--- config.mk ---
export PLATFORM = sky130hd
export DESIGN_NAME = gtpi_fifo
export DESIGN_NICKNAME = d
export VERILOG_FILES = /design/src/gtpi_pkg.sv /design/src/gtpi_fifo.sv
export SDC_FILE = /design/constraint.sdc
export NUM_CORES = 1
export LEC_CHECK = 0
export ABC_AREA = 0
export BUFFER_PORTS_ARGS = -buffer_cell sky130_fd_sc_hd__buf_4
export CAP_MARGIN = 20
export CORE_AREA = 2 2 185 187
export DETAILED_ROUTE_END_ITERATION = 8
export DIE_AREA = 0 0 187 189
export GPL_ROUTABILITY_DRIVEN = 0
export PLACE_DENSITY = 0.82
export RECOVER_POWER = 100
export SETUP_SLACK_MARGIN = 0.5
export SYNTH_ARGS = -nofsm -noshare
export SYNTH_HDL_FRONTEND = slang
export SYNTH_SLANG_ARGS = --single-unit
--- constraint.sdc ---
create_clock -name clk_i -period 27.1 [get_ports clk_i]
set_input_delay 1.355 -clock clk_i [delete_from_list [all_inputs] [get_ports clk_i]]
set_output_delay 1.355 -clock clk_i [all_outputs]
set_load 0.005 [all_outputs]
--- src/gtpi_pkg.sv ---
// ----------------------------------------------------------------------------
// gtpi_pkg
// Shared types and constants of the grid trilinear particle interpolator.
// ----------------------------------------------------------------------------
`default_nettype none

package gtpi_pkg;

  localparam int GridSideDef  = 16;
  localparam int MaxFieldsDef = 3;
  localparam int CellWords    = 4096;
  localparam int CfgIdxW      = 3;
  localparam int CfgDataW     = 32;

  localparam logic [23:0] LoClamp = 24'h008001;

  typedef enum logic [2:0] {
    REG_RANK        = 3'd0,
    REG_FILL_MODE   = 3'd1,
    REG_FIELD_COUNT = 3'd2,
    REG_GRID_DIMS   = 3'd3,
    REG_LEFT_EDGE_X = 3'd4,
    REG_LEFT_EDGE_Y = 3'd5,
    REG_LEFT_EDGE_Z = 3'd6,
    REG_INV_CELL    = 3'd7
  } cfg_reg_e;

  typedef enum logic {
    CMD_LOAD   = 1'b0,
    CMD_INTERP = 1'b1
  } cmd_e;

  typedef struct packed {
    logic [1:0]         rank;
    logic               fill_mode;
    logic [1:0]         field_count;
    logic [23:0]        grid_dims;
    logic signed [31:0] left_edge_x;
    logic signed [31:0] left_edge_y;
    logic signed [31:0] left_edge_z;
    logic [31:0]        inv_cell_size;
  } cfg_t;

  // Work handed from the front to the back: either a store write or a
  // fully classified particle with its corner base and weights.
  typedef struct packed {
    logic               is_load;
    logic [1:0]         field_select;
    logic [11:0]        cell_address;
    logic signed [31:0] field_word;
    logic signed [31:0] pos_x;
    logic signed [31:0] pos_y;
    logic signed [31:0] pos_z;
    logic [11:0]        base;
    logic [11:0]        nx;
    logic [11:0]        nxny;
    logic [16:0]        w0;
    logic [16:0]        w1;
    logic [16:0]        w2;
    logic [1:0]         rank;
    logic               fill_mode;
    logic [1:0]         nf;
    logic               batch_end;
  } job_t;

endpackage

`default_nettype wire

--- src/gtpi_fifo.sv ---
// ----------------------------------------------------------------------------
// gtpi_fifo
// Short job queue between the front and the back.
// ----------------------------------------------------------------------------
`default_nettype none

module gtpi_fifo #(
  parameter int Depth = 2
) (
  input  wire logic            clk_i,
  input  wire logic            rst_ni,
  input  wire logic            push_i,
  input  wire gtpi_pkg::job_t  data_i,
  output logic                 full_o,
  input  wire logic            pop_i,
  output gtpi_pkg::job_t       data_o,
  output logic                 empty_o
);

  localparam int PtrW = (Depth > 1) ? $clog2(Depth) : 1;

  gtpi_pkg::job_t      mem_q [Depth];
  logic [PtrW-1:0]     wr_q, wr_d, rd_q, rd_d;
  logic [PtrW:0]       cnt_q, cnt_d;

  assign full_o  = (cnt_q == (PtrW+1)'(Depth));
  assign empty_o = (cnt_q == '0);
  assign data_o  = mem_q[rd_q];

  always_comb begin
    wr_d  = wr_q;
    rd_d  = rd_q;
    cnt_d = cnt_q;
    if (push_i) begin
      wr_d = (wr_q == PtrW'(Depth - 1)) ? '0 : wr_q + 1'b1;
    end
    if (pop_i) begin
      rd_d = (rd_q == PtrW'(Depth - 1)) ? '0 : rd_q + 1'b1;
    end
    if (push_i && !pop_i) begin
      cnt_d = cnt_q + 1'b1;
    end else if (!push_i && pop_i) begin
      cnt_d = cnt_q - 1'b1;
    end
  end

  always_ff @(posedge clk_i or negedge rst_ni) begin
    if (!rst_ni) begin
      wr_q  <= '0;
      rd_q  <= '0;
      cnt_q <= '0;
    end else begin
      wr_q  <= wr_d;
      rd_q  <= rd_d;
      cnt_q <= cnt_d;
    end
  end

  always_ff @(posedge clk_i) begin
    if (push_i) begin
      mem_q[wr_q] <= data_i;
    end
  end

endmodule

`default_nettype wire

* After elaboration in Yosys (flattened, before gate mapping) *
Memory sizes are Yosys's and may differ from the RTL's.
Index checks and enable logic that the tools add are counted.

storage, ports and cells
  memories = 1
  output and inout port bits = 238
  bits in writable memories = 472
  bits in registers = 4

cells by class
  multiplexer cells = 6
  equal/unequal tests = 1
  reductions and logical operators = 6
  add/sub/neg operators = 4

memory list
  memory  words  bits a word  read ports  clocked after memory_dff  write ports  RTL line         source
  mem_q   2      236          1           0                         1            gtpi_fifo.sv:22  gtpi_pkg::job_t mem_q [Depth];

operator list
  cell                                               count
  two-way mux 1 bit                                  4
  two-way mux 2 bit                                  2
  adder 1 bit (second input constant)                2
  adder 2 x 1 -> 2 bit (second input constant)       1
  equality test 2 bit (second input constant)        1
  logical AND 1 bit                                  2
  logical NOT 1 bit                                  2
  logical NOT 2 bit                                  1
  nonzero test 2 bit                                 1
  subtractor 2 x 1 -> 2 bit (second input constant)  1

* Logic depth before layout (Yosys ltp) *
  word-level depth = 4
  depth in mapped cells = 5
  gate-level depth less buffers = 5

* Least setup slack after synthesis *
OpenSTA, ideal clock, no wires.

  path kind = input -> register
  from = input push_i
  to = memory mem_q[0][0] (netlist name), enable pin
  arrival = 11516 ps
  setup time = 865 ps
  buffers on the path = 0
  cell stages on the path = 1
  required time = 26235 ps
  slack = 14719 ps
  path through = nor2b_1

between the ends
  longest elaborated chain between the ends = 2

RTL lines
  element                                  RTL line         source
  start, declared                          gtpi_fifo.sv:12  input wire logic push_i,
  two-way mux 1 bit                        gtpi_fifo.sv:60  if (push_i) begin
  two-way mux 1 bit (implied by the code)  gtpi_fifo.sv:61  mem_q[wr_q] <= data_i;
  end, declared                            gtpi_fifo.sv:22

No other way between the ends.

* Worst setup path after layout *
  from = input push_i
  to = memory mem_q[0][127] (netlist name), enable pin

The elaborated chain is that of the path after synthesis.

==> run_results.csv <==
group,metric,value,unit
status,outcome,"finished, violations left",
status,violations,"capacitance limit, slew limit",
route,vias,8969,
route,postRouteAntennaNets,0,
critical_path,crit_path_frequent_cell,"clkbuf_1",
power,seq_power_share,0.464,
yosys,syn-num-nets,991,
sta,setup_viol,0,
power,combPwrFrac,0.267,
yosys,ys_types,12,
sta,max_slew_margin,-5.37,
cts,clock-sinks,476,
critical_path,crit_path_max_incr_delay,6.55,ns
global_routing,globalRouteTotalUtil,0.206,
power,p_leak,0.00780,uW
placement,io_buffer_count,477,
power,power_frac_clock,0.269,
route,drt_first_pass_iters,5,
sta,final_max_slew_viol_count,702,
cells_and_area,stdcell_count,1742,
critical_path,crit_path_top_delay_cell,"clkbuf_1",
route,wl,37300,um
cells_and_area,final_core_util,0.662,
yosys,synth_area_leaders,"edfxtp_1 (82%), mux2_2 (15%), clkbuf_8 (1.5%)",
sta,clock_skew,0.0132,ns
yosys,post-synth-top-area-cell,"edfxtp_1",
die,die_h,189,um
yosys,yosys_warnings,0,
critical_path,worst-path-stages,4,
power,vdd_drop_max,0.0841,mV
critical_path,crit_path_end,"mem_q[0][127]",
critical_path,end_kind,"flip-flop",
die,dieArea,35300,um2
sta,tightest_slew,9.55,ns
sta,layout_min_cycle_time,11.37,ns
cts,clock_latency,0.55,ns
sta,max_freq,87.9,MHz
cts,tritoncts,"yes",
cts,clk_pin_slew,0.06,ns
route,route.detailed.drc,0,
die,fp.dieW,187,um
global_routing,grt_max_degree,168,
placement,hpwlAfterDp,25000,um
placement,dp.cells,1656,
cells_and_area,most-common-layout-cells,"edfxtp_1 (472), clkbuf_4 (271), mux2_2 (198)",
yosys,netlist_area,17400,um2
cells_and_area,syn2layout_area_growth,26.9,%
global_routing,grt_remaining_overflow,0,
cts,htreeDepth,2,
die,rows,67,
power,p_int,1680,uW
route,initialDrtViolationCount,506,
cts,cts_resized,0,
critical_path,cp.arrival,11.44,ns
yosys,seq_area_frac_synth,0.822,
global_routing,antenna_found_initial,3,
critical_path,r2r-end,"mem_q[0][127]",
critical_path,cp-start-kind,"input pin",
die,coreArea,33300,um2
critical_path,path_class,"input pin to flip-flop",
yosys,syn_avg_cell_area,23.1,um2
critical_path,r2r_cells,3,
sta,grt_setup_unrepaired,"false",
route,wire_per_inst,21.4,um
cells_and_area,drive_gt1_frac,0.443,
run,drv_cap,9,
global_routing,use_met2,0.371,
critical_path,crit_required,27.17,ns
critical_path,rrSetupSlack,16.35,ns
sta,finalSetupTns,0,ns
power,power_switching,591,uW
cts,cts_made_buffers,47,
yosys,synth-seq-cells,476,
cts,cts_buffer_depth,3,
critical_path,cp_cell_sequence,"clkbuf_1 > nor2b_4 > clkbuf_1 > clkbuf_1",
yosys,synthCells,750,
sta,min_period_over_period,0.420,
global_routing,busiest_layer,"met2",
power,powerDensity,103,nW/um2
global_routing,grt_util_met1,0.225,
die,start_util,0.522,
cells_and_area,final_common_cell,"edfxtp_1",
die,ios,478,
cts,cts-root-buf,"clkbuf_16",
cts,holdBufCountCts,0,
cells_and_area,fin_nets,1500,
power,swShare,0.260,
global_routing,grt_pass1_wl,54900,um
critical_path,r2r-start,"wr_q",
critical_path,cp_top_family,"buffers and inverters",
critical_path,crit_start,"push_i",
min_path,hold_path_class,"flip-flop to flip-flop",
cts,cts_setup_buffers,0,
critical_path,crit_buf_inv,3,
critical_path,crit_fanout,167,
global_routing,met3_usage,0.0753,
sta,hold_viol_final,0,
route,via_per_inst,5.15,
yosys,netlist.area_leader.share,0.817,
global_routing,grt_pass1_vias,9485,
-- cell usage after synthesis --
cell type	number
and2_1	1
buf_6	7
clkbuf_8	19
dfrtp_1	4
edfxtp_1	472
ha_1	1
inv_1	1
mux2_2	236
nor2_1	2
nor2b_1	2
xnor2_1	1
xor2_1	4
-- cell type report --
cell class              instances  area (um2)
clock inverters                19         168
flip-flops and latches        476       14300
multi-input cells             247        2750
diodes                          3        7.51
fillers                      2250       11200
repair buffers                486        3000
clock buffers                  62        1270
inverters                       1        3.75
well taps                     448         561
-- routing by layer --
layer,vias to the layer above,share of wire
li1,4048,-
met1,4410,0.35
met2,428,0.53
met3,81,0.095
met4,2,0.032
met5,-,0.00054
-- how the worst min path moves through the flow --
stage                   from  cells past startpoint  slack, ns       end
floorplan               wr_q                      1       0.46      wr_q
global placement    cnt_q[1]                      1       0.47  cnt_q[1]
detailed placement  cnt_q[1]                      1       0.47  cnt_q[1]
CTS                 cnt_q[1]                      1       0.48  cnt_q[1]
global route        cnt_q[1]                      1       0.51  cnt_q[1]
finish              cnt_q[1]                      1       0.48  cnt_q[1]
-- cells by family after synthesis --
| family | count (synthesis) | synth area share |
|---|---|---|
| xor gates and xnor gates | 5 | 0.00252 |
| adders and majority gates | 1 | 0.000721 |
| buffers and inverters | 27 | 0.0198 |
| DFF | 476 | 0.822 |
| muxes | 236 | 0.153 |
| and+or+nand+nor | 5 | 0.00151 |
-- sequential cells by signal (all words and copies together), names as in the netlist --
register  count
cnt_q         2
wr_q          1
mem_q       472
rd_q          1
-- metrics by stage --
step	hold WS, ns	area (um2)	setup slack, ns	power, uW
2_1_floorplan	0.455	17400	14.72	1430
3_3_place_gp	0.475	21200	22.72	1690
3_5_place_dp	0.473	21200	22.73	1700
4_1_cts	0.484	22700	22.11	2310
5_1_grt	0.510	22000	14.77	2370
6_report	0.481	22000	15.73	2270
-- power groups by stage --
stage	clock [uW]	sequential (uW)	combinational [uW]
floorplan	0	1060	368
global placement	0	1030	652
detailed placement	0	1040	658
CTS	621	1030	664
global route	649	1070	650
finish	610	1050	606
Note: power is estimated with default switching activity, not from simulation.
