**src/gtpi_pkg.sv**
```systemverilog
// ----------------------------------------------------------------------------
// gtpi_pkg
// Shared types and constants of the grid trilinear particle interpolator.
// ----------------------------------------------------------------------------
`default_nettype none

package gtpi_pkg;

  localparam int GridSideDef  = 16;
  localparam int MaxFieldsDef = 3;
  localparam int CellWords    = 4096;
  localparam int CfgIdxW      = 3;
  localparam int CfgDataW     = 32;

  localparam logic [23:0] LoClamp = 24'h008001;

  typedef enum logic [2:0] {
    REG_RANK        = 3'd0,
    REG_FILL_MODE   = 3'd1,
    REG_FIELD_COUNT = 3'd2,
    REG_GRID_DIMS   = 3'd3,
    REG_LEFT_EDGE_X = 3'd4,
    REG_LEFT_EDGE_Y = 3'd5,
    REG_LEFT_EDGE_Z = 3'd6,
    REG_INV_CELL    = 3'd7
  } cfg_reg_e;

  typedef enum logic {
    CMD_LOAD   = 1'b0,
    CMD_INTERP = 1'b1
  } cmd_e;

  typedef struct packed {
    logic [1:0]         rank;
    logic               fill_mode;
    logic [1:0]         field_count;
    logic [23:0]        grid_dims;
    logic signed [31:0] left_edge_x;
    logic signed [31:0] left_edge_y;
    logic signed [31:0] left_edge_z;
    logic [31:0]        inv_cell_size;
  } cfg_t;

  // Work handed from the front to the back: either a store write or a
  // fully classified particle with its corner base and weights.
  typedef struct packed {
    logic               is_load;
    logic [1:0]         field_select;
    logic [11:0]        cell_address;
    logic signed [31:0] field_word;
    logic signed [31:0] pos_x;
    logic signed [31:0] pos_y;
    logic signed [31:0] pos_z;
    logic [11:0]        base;
    logic [11:0]        nx;
    logic [11:0]        nxny;
    logic [16:0]        w0;
    logic [16:0]        w1;
    logic [16:0]        w2;
    logic [1:0]         rank;
    logic               fill_mode;
    logic [1:0]         nf;
    logic               batch_end;
  } job_t;

endpackage

`default_nettype wire

```
**src/gtpi_front.sv**
```systemverilog
// ----------------------------------------------------------------------------
// gtpi_front
// Accepts items, drops those without results, and turns a particle into its
// corner base and per-axis weights with one shared multiplier.
// ----------------------------------------------------------------------------
`default_nettype none

module gtpi_front #(
  parameter int GridSide  = gtpi_pkg::GridSideDef,
  parameter int MaxFields = gtpi_pkg::MaxFieldsDef
) (
  input  wire logic               clk_i,
  input  wire logic               rst_ni,
  input  wire gtpi_pkg::cfg_t     cfg_i,
  input  wire logic               in_valid_i,
  output logic                    in_ready_o,
  input  wire logic               cmd_i,
  input  wire logic [1:0]         field_select_i,
  input  wire logic [11:0]        cell_address_i,
  input  wire logic signed [31:0] field_word_i,
  input  wire logic signed [31:0] pos_x_i,
  input  wire logic signed [31:0] pos_y_i,
  input  wire logic signed [31:0] pos_z_i,
  input  wire logic               is_tracer_i,
  input  wire logic               batch_end_i,
  output logic                    push_o,
  output gtpi_pkg::job_t          job_o,
  input  wire logic               full_i
);

  typedef enum logic [5:0] {
    F_IDLE  = 6'b000001,
    F_MUL   = 6'b000010,
    F_CLAMP = 6'b000100,
    F_BASE1 = 6'b001000,
    F_BASE2 = 6'b010000,
    F_PUSH  = 6'b100000
  } front_state_e;

  function automatic logic [7:0] dim_sat(input logic [7:0] n);
    logic [7:0] r;
    r = n;
    if (r < 8'd2) r = 8'd2;
    if (r > 8'(GridSide)) r = 8'(GridSide);
    return r;
  endfunction

  front_state_e       state_q, state_d;
  logic [1:0]         ax_q, ax_d;
  logic signed [31:0] pos_q [3];
  logic               batch_q;
  logic [7:0]         cell_q [3];
  logic [16:0]        w_q [3];
  logic [63:0]        prod_q;
  logic               neg_q, hi_q;
  logic [11:0]        t_q;
  gtpi_pkg::job_t     job_q;

  logic [7:0]         nx, ny, nz, nsel;
  logic [1:0]         nf, npos;
  logic [2:0]         total;
  logic               accept;
  logic signed [31:0] edge_sel;
  logic signed [32:0] diff;
  logic [64:0]        full_prod;
  logic [48:0]        u_full;
  logic [23:0]        hi_lim, u;
  logic [7:0]         cell_new;
  logic [24:0]        w_new;

  assign nx = dim_sat(cfg_i.grid_dims[7:0]);
  assign ny = dim_sat(cfg_i.grid_dims[15:8]);
  assign nz = dim_sat(cfg_i.grid_dims[23:16]);

  assign nf    = (int'(cfg_i.field_count) > MaxFields) ? 2'(MaxFields) : cfg_i.field_count;
  assign npos  = cfg_i.fill_mode ? cfg_i.rank : 2'd0;
  assign total = 3'(nf) + 3'(npos);

  assign in_ready_o = (state_q == F_IDLE);
  assign accept     = in_valid_i && in_ready_o;
  assign push_o     = (state_q == F_PUSH) && !full_i;
  assign job_o      = job_q;

  always_comb begin
    unique case (ax_q)
      2'd1:    begin edge_sel = cfg_i.left_edge_y; nsel = ny; end
      2'd2:    begin edge_sel = cfg_i.left_edge_z; nsel = nz; end
      default: begin edge_sel = cfg_i.left_edge_x; nsel = nx; end
    endcase
  end

  assign diff = 33'(pos_q[ax_q]) - 33'(edge_sel);

  // Clamp in cell units, then split into lower cell and its weight.
  always_comb begin
    full_prod = {1'b0, prod_q} + (hi_q ? {1'b0, cfg_i.inv_cell_size, 32'h0} : 65'd0);
    u_full    = full_prod[64:16];
    hi_lim    = {nsel, 16'h0} - gtpi_pkg::LoClamp;
    if (neg_q || u_full < 49'(gtpi_pkg::LoClamp)) begin
      u = gtpi_pkg::LoClamp;
    end else if (u_full > 49'(hi_lim)) begin
      u = hi_lim;
    end else begin
      u = u_full[23:0];
    end
    cell_new = 8'((u - 24'h008000) >> 16);
    w_new    = {1'b0, cell_new, 16'h0} + 25'h0018000 - {1'b0, u};
  end

  always_comb begin
    state_d = state_q;
    ax_d    = ax_q;
    unique case (state_q)
      F_IDLE: begin
        if (accept) begin
          if (cmd_i == gtpi_pkg::CMD_LOAD) begin
            if (int'(field_select_i) < MaxFields) state_d = F_PUSH;
          end else if (is_tracer_i && cfg_i.rank != 2'd0 && total != 3'd0) begin
            state_d = F_MUL;
            ax_d    = 2'd0;
          end
        end
      end
      F_MUL:   state_d = F_CLAMP;
      F_CLAMP: begin
        if (ax_q == cfg_i.rank - 2'd1) begin
          state_d = F_BASE1;
        end else begin
          state_d = F_MUL;
          ax_d    = ax_q + 2'd1;
        end
      end
      F_BASE1: state_d = F_BASE2;
      F_BASE2: state_d = F_PUSH;
      F_PUSH:  if (!full_i) state_d = F_IDLE;
      default: state_d = F_IDLE;
    endcase
  end

  always_ff @(posedge clk_i or negedge rst_ni) begin
    if (!rst_ni) begin
      state_q <= F_IDLE;
      ax_q    <= '0;
    end else begin
      state_q <= state_d;
      ax_q    <= ax_d;
    end
  end

  always_ff @(posedge clk_i) begin
    if (accept) begin
      pos_q[0] <= pos_x_i;
      pos_q[1] <= pos_y_i;
      pos_q[2] <= pos_z_i;
      batch_q  <= batch_end_i;
      for (int i = 0; i < 3; i++) begin
        cell_q[i] <= '0;
        w_q[i]    <= 17'h10000;
      end
      job_q              <= '0;
      job_q.is_load      <= (cmd_i == gtpi_pkg::CMD_LOAD);
      job_q.field_select <= field_select_i;
      job_q.cell_address <= cell_address_i;
      job_q.field_word   <= field_word_i;
    end
    if (state_q == F_MUL) begin
      prod_q <= 64'(diff[31:0]) * 64'(cfg_i.inv_cell_size);
      neg_q  <= diff[32];
      hi_q   <= 1'b0;
    end
    if (state_q == F_CLAMP) begin
      cell_q[ax_q] <= cell_new;
      w_q[ax_q]    <= w_new[16:0];
    end
    if (state_q == F_BASE1) begin
      t_q <= 12'(cell_q[2] * ny) + 12'(cell_q[1]);
    end
    if (state_q == F_BASE2) begin
      job_q.pos_x     <= pos_q[0];
      job_q.pos_y     <= pos_q[1];
      job_q.pos_z     <= pos_q[2];
      job_q.base      <= 12'(t_q * nx) + 12'(cell_q[0]);
      job_q.nx        <= 12'(nx);
      job_q.nxny      <= 12'(nx * ny);
      job_q.w0        <= w_q[0];
      job_q.w1        <= w_q[1];
      job_q.w2        <= w_q[2];
      job_q.rank      <= cfg_i.rank;
      job_q.fill_mode <= cfg_i.fill_mode;
      job_q.nf        <= nf;
      job_q.batch_end <= batch_q;
    end
  end

endmodule

`default_nettype wire

```
**config.mk**
```make
export PLATFORM = sky130hd
export DESIGN_NAME = gtpi_front
export DESIGN_NICKNAME = d
export VERILOG_FILES = /design/src/gtpi_pkg.sv /design/src/gtpi_front.sv
export SDC_FILE = /design/constraint.sdc
export NUM_CORES = 2
export LEC_CHECK = 0
export ABC_AREA = 1
export ABC_CLOCK_PERIOD_IN_PS = 11700
export BUFFER_PORTS_ARGS = -buffer_cell sky130_fd_sc_hd__buf_4
export CORE_ASPECT_RATIO = 1.25
export CORE_MARGIN = 5
export CORE_UTILIZATION = 56
export DETAILED_ROUTE_END_ITERATION = 6
export PLACE_DENSITY = 0.79
export REMOVE_ABC_BUFFERS = 1
export SETUP_SLACK_MARGIN = 0.05
export SLEW_MARGIN = 5
export SYNTH_ARGS = -nofsm -noshare
export SYNTH_HDL_FRONTEND = slang
export SYNTH_SLANG_ARGS = --single-unit
```
**constraint.sdc**
```tcl
create_clock -name clk_i -period 11.7 [get_ports clk_i]
set_input_delay 2.34 -clock clk_i [delete_from_list [all_inputs] [get_ports clk_i]]
set_output_delay 2.34 -clock clk_i [all_outputs]
set_load 0.02 [all_outputs]
```
=== After elaboration in Yosys (flattened, before gate mapping) ===
Memory sizes are Yosys's and may differ from the RTL's.
Cells that the tools add are included.
Widths: inputs -> output; s select.

* Add/sub/neg operators: 10
* $mul: 4
* Magnitude comparators: 9
* Eq/ne operators: 16
* Mux-type cells: 35
* Bitwise logic cells: 1
* Reduce and logical (&&, ||, !) cells: 14

{| class="wikitable"
|+ Operators by type and width
! cell !! number
|-
| $mux 189 || 2
|-
| $mul 32x32->64 || 1
|-
| $pmux 32 s2 || 1
|-
| $mux 8 || 7
|-
| $gt 48x24->1 || 1
|-
| $lt 48x16->1 const B || 1
|-
| $mux 24 || 2
|-
| $sub 24x16->24 const B || 2
|-
| $pmux 6 s6 || 1
|-
| $sub 32x32->33 || 1
|-
| $mux 6 || 5
|-
| $add 12x8->12 || 2
|-
| $gt 8x5->1 const B || 3
|-
| $lt 8x2->1 const B || 3
|-
| $mul 8x8->12 || 2
|-
| $add 17x17->17 const B || 1
|-
| $mux 17 || 1
|-
| $reduce_or 17->1 || 1
|-
| $sub 17x17->17 || 1
|-
| $pmux 8 s2 || 1
|-
| $mux 2 || 7
|-
| $mul 12x8->12 || 1
|-
| $reduce_or 8->1 || 1
|-
| $eq 6x1->1 const B || 1
|-
| other kinds (27) || 40
|}

* Flip-flop bits (word level): 318
* Memory bits (writable): 171
* Input port bits: 306
* Output and inout port bits: 238
* Logic and storage cells: 115
* Memories: 3

{| class="wikitable"
|+ Memory list
! name !! depth !! bits a word !! rd ports !! clocked after memory_dff !! write ports !! line !! text
|-
| pos_q || 3 || 32 || 4 || 0 || 3 || gtpi_front.sv:50 || <nowiki>logic signed [31:0] pos_q [3];</nowiki>
|-
| w_q || 3 || 17 || 3 || 0 || 3 || gtpi_front.sv:53 || <nowiki>logic [16:0] w_q [3];</nowiki>
|-
| cell_q || 3 || 8 || 3 || 0 || 3 || gtpi_front.sv:52 || <nowiki>logic [7:0] cell_q [3];</nowiki>
|}

=== Depth between registers and ports, before layout ===
* Depth after elaboration: 13
* Mapped depth: 55
* Gate-level depth less buffers: 50

=== Worst setup path after synthesis ===
OpenSTA, ideal clock, no wires.

* Path kind: input-to-reg
* From: input port in_valid_i
* To: register job_q (netlist bit job_o[0]), enable pin
* Library setup time: 0.552 ns
* Arrival: 13.298 ns
* Required time: 11.148 ns
* Setup slack: -2.150 ns
* Stages: 4
* Buffers on the path: 0
* Cell sequence: inv_1 nor2_1 inv_1 nand2_1

* Word-level cells in the longest chain between the ends: 2

{| class="wikitable"
|+ RTL lines
! what !! line !! text
|-
| from (decl) || gtpi_front.sv:15 || <nowiki>input wire logic in_valid_i,</nowiki>
|-
| $logic_and 1x1->1 || gtpi_front.sv:80 || <nowiki>assign accept = in_valid_i && in_ready_o;</nowiki>
|-
| net accept || gtpi_front.sv:62 || <nowiki>logic accept;</nowiki>
|-
| $reduce_bool 2->1 (no source line) || n/a ||
|-
| to (decl) || gtpi_front.sv:57 || <nowiki>gtpi_pkg::job_t job_q;</nowiki>
|}

The timed path passes the listed nets, and every way through them passes these cells.
A chain may end at the register's enable or synchronous reset.

=== Worst setup path after layout ===
* From: input port cfg_i[35] (netlist name)
* To: register prod_q[48], data pin

* Word-level cells in the longest chain between the ends: 3

{| class="wikitable"
|+ RTL lines
! what !! line !! text
|-
| from (decl) || gtpi_front.sv:14 || <nowiki>input wire gtpi_pkg::cfg_t cfg_i,</nowiki>
|-
| $pmux 32 s2 || gtpi_front.sv:85 || <nowiki>unique case (ax_q)</nowiki>
|-
| $sub 32x32->33 || gtpi_front.sv:92 || <nowiki>assign diff = 33'(pos_q[ax_q]) - 33'(edge_sel);</nowiki>
|-
| $mul 32x32->64 || gtpi_front.sv:167 || <nowiki>prod_q <= 64'(diff[31:0]) * 64'(cfg_i.inv_cell_size);</nowiki>
|-
| to (signal assigned) || gtpi_front.sv:167 ||
|-
| to (decl) || gtpi_front.sv:54 || <nowiki>logic [63:0] prod_q;</nowiki>
|}

Every way passes these cells.

==> reports/metrics.csv <==
stage,metric,value,unit
global_route,vias in the first global route,50370,
timing,fin crit share,96.40,%
finish,Final nets,8703,
routing,WL met3,19.48,mm
routing,post-DR vias/cell,5.646,
worst_setup_path,Critical Path Sink Type,flip-flop,
worst_setup_path,Worst path max stage delay,0.58,ns
timing,Max Transition Viols Final,0,
routing,WL/cell,23.85,um
clock_tree,H-Tree Depth,2,
logic_synthesis,synth unique cells,65,
clock_tree,CTS Sinks,473,
worst_setup_path,Setup CP Type,primary input to flip-flop,
routing,DR pass1 iterations,7,
floorplan,num rows,132,
routing,top sig layer,met5,
clock_tree,clock insertion delay at the later pin of the skew report,0.63,ns
clock_tree,CTS Hold Bufs,0,
logic_synthesis,synthesized flop and latch total,473,
timing,Final setup viols,0,
timing,crit path time final,11.28,ns
global_route,total track usage,36.02,%
timing,fmax,88.66,MHz
floorplan,I/O pin total,544,
worst_setup_path,"most used cell, CP",fa_1,
logic_synthesis,top post-synthesis cells by count,"1508 x inv_1, 1012 x nor2_1, 1010 x fa_1, 818 x nand2_1, 465 x edfxtp_1",
clock_tree,CTS tree,done,
clock_tree,Post-CTS Resized,0,
placement,PortBufs,539,
timing,Final Hold Vio Count,0,
routing,DR DRC count,6,
run_status,violated checks,DRC,
clock_tree,setup bufs post-CTS,0,
timing,Setup TNS,0,ns
routing,wire length on met2,94.81,mm
clock_tree,CTS Buffer Depth,3,
worst_setup_path,R2R cell count,40,
logic_synthesis,"count leader, synth",inv_1,
logic_synthesis,Syn Inst Count,6430,
finish,# fillers,8547,
finish,Sequential Area,14170,um^2
worst_setup_path,CP required,12.02,ns
worst_setup_path,crit-path max FO,15,
floorplan,initial core utilization,56.40,%
floorplan,die span in y,371.4,um
clock_tree,root buf cell,clkbuf_16,
worst_setup_path,startpoint types,primary input,
routing,"wirelength, routed",200.0,mm
logic_synthesis,Mapped Avg Cell Area,9.098,um^2
placement,post-placement worst setup slack,-0.1614,ns
floorplan,die area,111100,um^2
logic_synthesis,Mapped Area,58500,um^2
clock_tree,"CTS clk-pin slew, worst paths",0.06,ns
logic_synthesis,Ys Warns,0,
placement,HPWL after DPL,164.4,mm
logic_synthesis,Yosys top cell by area,fa_1,
logic_synthesis,synth top area cells,"fa_1 35%, edfxtp_1 24%, inv_1 9.7%, ha_1 8.1%, nor2_1 6.5%",
timing,final worst slack,0.4214,ns
global_route,gr ovfl total,0,
logic_synthesis,"Seq/Total Area, Yosys",24.21,%
clock_tree,total CTS buffers,48,
worst_setup_path,slowest library cell on the worst path,fa_1,
timing,Rel. slew slack,21.27,%
logic_synthesis,"EDFF count, synth",465,
run_status,outcome,finished with violations,
timing,skew final,0.07265,ns
timing,Worst Tran Pin Value,1.180,ns
floorplan,die span in x,299.1,um
routing,vias,47340,
global_route,initial antenna violation count,5,
routing,DR iter-0 viols,4040,
finish,area of the multi-input gates,37840,um^2
job,MaxCap Viol Count,0,
placement,Placer Congestion,1.048,
routing,ANT nets after route,0,
floorplan,Core ar.,103700,um^2
finish,P&R area growth vs syn,13.83,%
global_route,first-pass GRT wire length,299.2,mm
logic_synthesis,ys async rst share,1.691,%
routing,met1 wire length,69.00,mm
timing,RSZ-0062 raised after global routing,false,
finish,fraction of layout cells with a size suffix above 1,12.48,%
global_route,maximum number of pins on one net before global-route repair,88,
logic_synthesis,Synth Flop Type,edfxtp_1,
logic_synthesis,area share of the largest cell type after synthesis,34.56,%
hold_path,min-delay worst type,flip-flop to flip-flop,
worst_setup_path,critical path arrival,11.60,ns
hold_path,hold path depth,1,
## final timing paths
path,start,to,slack [ns]
setup / recovery,cfg_i[35],prod_q[48],0.42
hold / removal,cell_q[1][0],t_q[0],0.52
setup reg to reg,ax_q[0],prod_q[48],0.69
hold reg to reg,cell_q[1][0],t_q[0],0.52
max in group asynchronous,rst_ni,state_q[0],9.96
min in group asynchronous,rst_ni,state_q[5],1.52
## stage by stage
| step | cell area, um^2 | cells | hold WS (ns) | utilization (%) |
|---|---|---|---|---|
| floorplan | 57720 | 6247 | 0.4717 | - |
| global placement | 64920 | 8298 | 0.5255 | 62.59 |
| detailed placement | 64920 | 8298 | 0.5309 | 62.59 |
| CTS | 66550 | 8384 | 0.5225 | 64.16 |
| global route | 66590 | 8384 | 0.5272 | 64.20 |
| finish | 66590 | 8385 | 0.5164 | 64.20 |
## cells by family (layout without fill, tap and decap cells)
kind of cell,count (synthesis),count (layout),synth area share [%]
adder cells (fa/ha/maj),1389,1389,42.67
AO/OA/AOI/OAI,528,528,5.251
other,2,67,0.01284
flip-flops,473,473,24.21
buffers and inverters,1788,2338,11.63
AND/OR/NAND/NOR,2165,2165,14.93
XOR/XNOR,85,85,1.296
## routing by layer
layer  global-route usage (%)  vias up
met4                    22.54        2
met2                    60.43     2677
met1                    42.77    23440
met5                        0        -
met3                    7.352      726
li1                         -    20500
## registers in the layout (all words and copies together) (netlist names)
| name | flops |
|---|---|
| batch_q | 1 |
| neg_q | 1 |
| state_q | 6 |
| cell_q | 24 |
| w_q | 51 |
| prod_q | 48 |
| t_q | 12 |
| ax_q | 2 |
| job_o | 232 |
| pos_q | 96 |
## layout make-up
cell class,count,area share [%]
inverters,1541,8.694
clock buffers,57,1.855
flip-flops and latches,473,21.28
multi-input cells,4233,56.82
well taps,1340,2.518
diodes,1,0.003758
repair buffers,711,8.247
clock inverters,29,0.5881
## cells in the final DEF (no fill, tap or decap), types with 6 or more instances in the layout
master / count
ha_1: 377
xor2_1: 53
bufinv_16: 7
conb_1: 66
a31oi_1: 19
o2bb2ai_1: 16
edfxtp_1: 465
clkbuf_1: 9
clkinv_1: 25
a21oi_1: 225
nor4_1: 9
nand2_2: 14
nor2_2: 7
o21ai_0: 154
inv_1: 1508
a221o_1: 16
a21o_1: 12
nand2_1: 816
nor2_1: 1011
o21a_1: 9
nand3_1: 218
fa_1: 1010
clkinv_2: 6
buf_4: 698
inv_2: 15
buf_12: 12
or2_2: 20
o21ai_1: 16
o21bai_1: 19
clkbuf_16: 48
xnor2_1: 31
nand4_1: 18
o21ai_2: 10
nor3_1: 21
## critical path: cells and delay by family
kind                       cells  cell delay, ns
AOI/OAI and AO/OA             10            2.02
adders and majority gates     10            4.83
xor gates and xnor gates       1            0.15
and+or+nand+nor               10            1.80
buffers and inverters          5            0.46
Power is not shown: default switching activity piles up to over one toggle a cycle in this logic, so the estimate is an artifact.
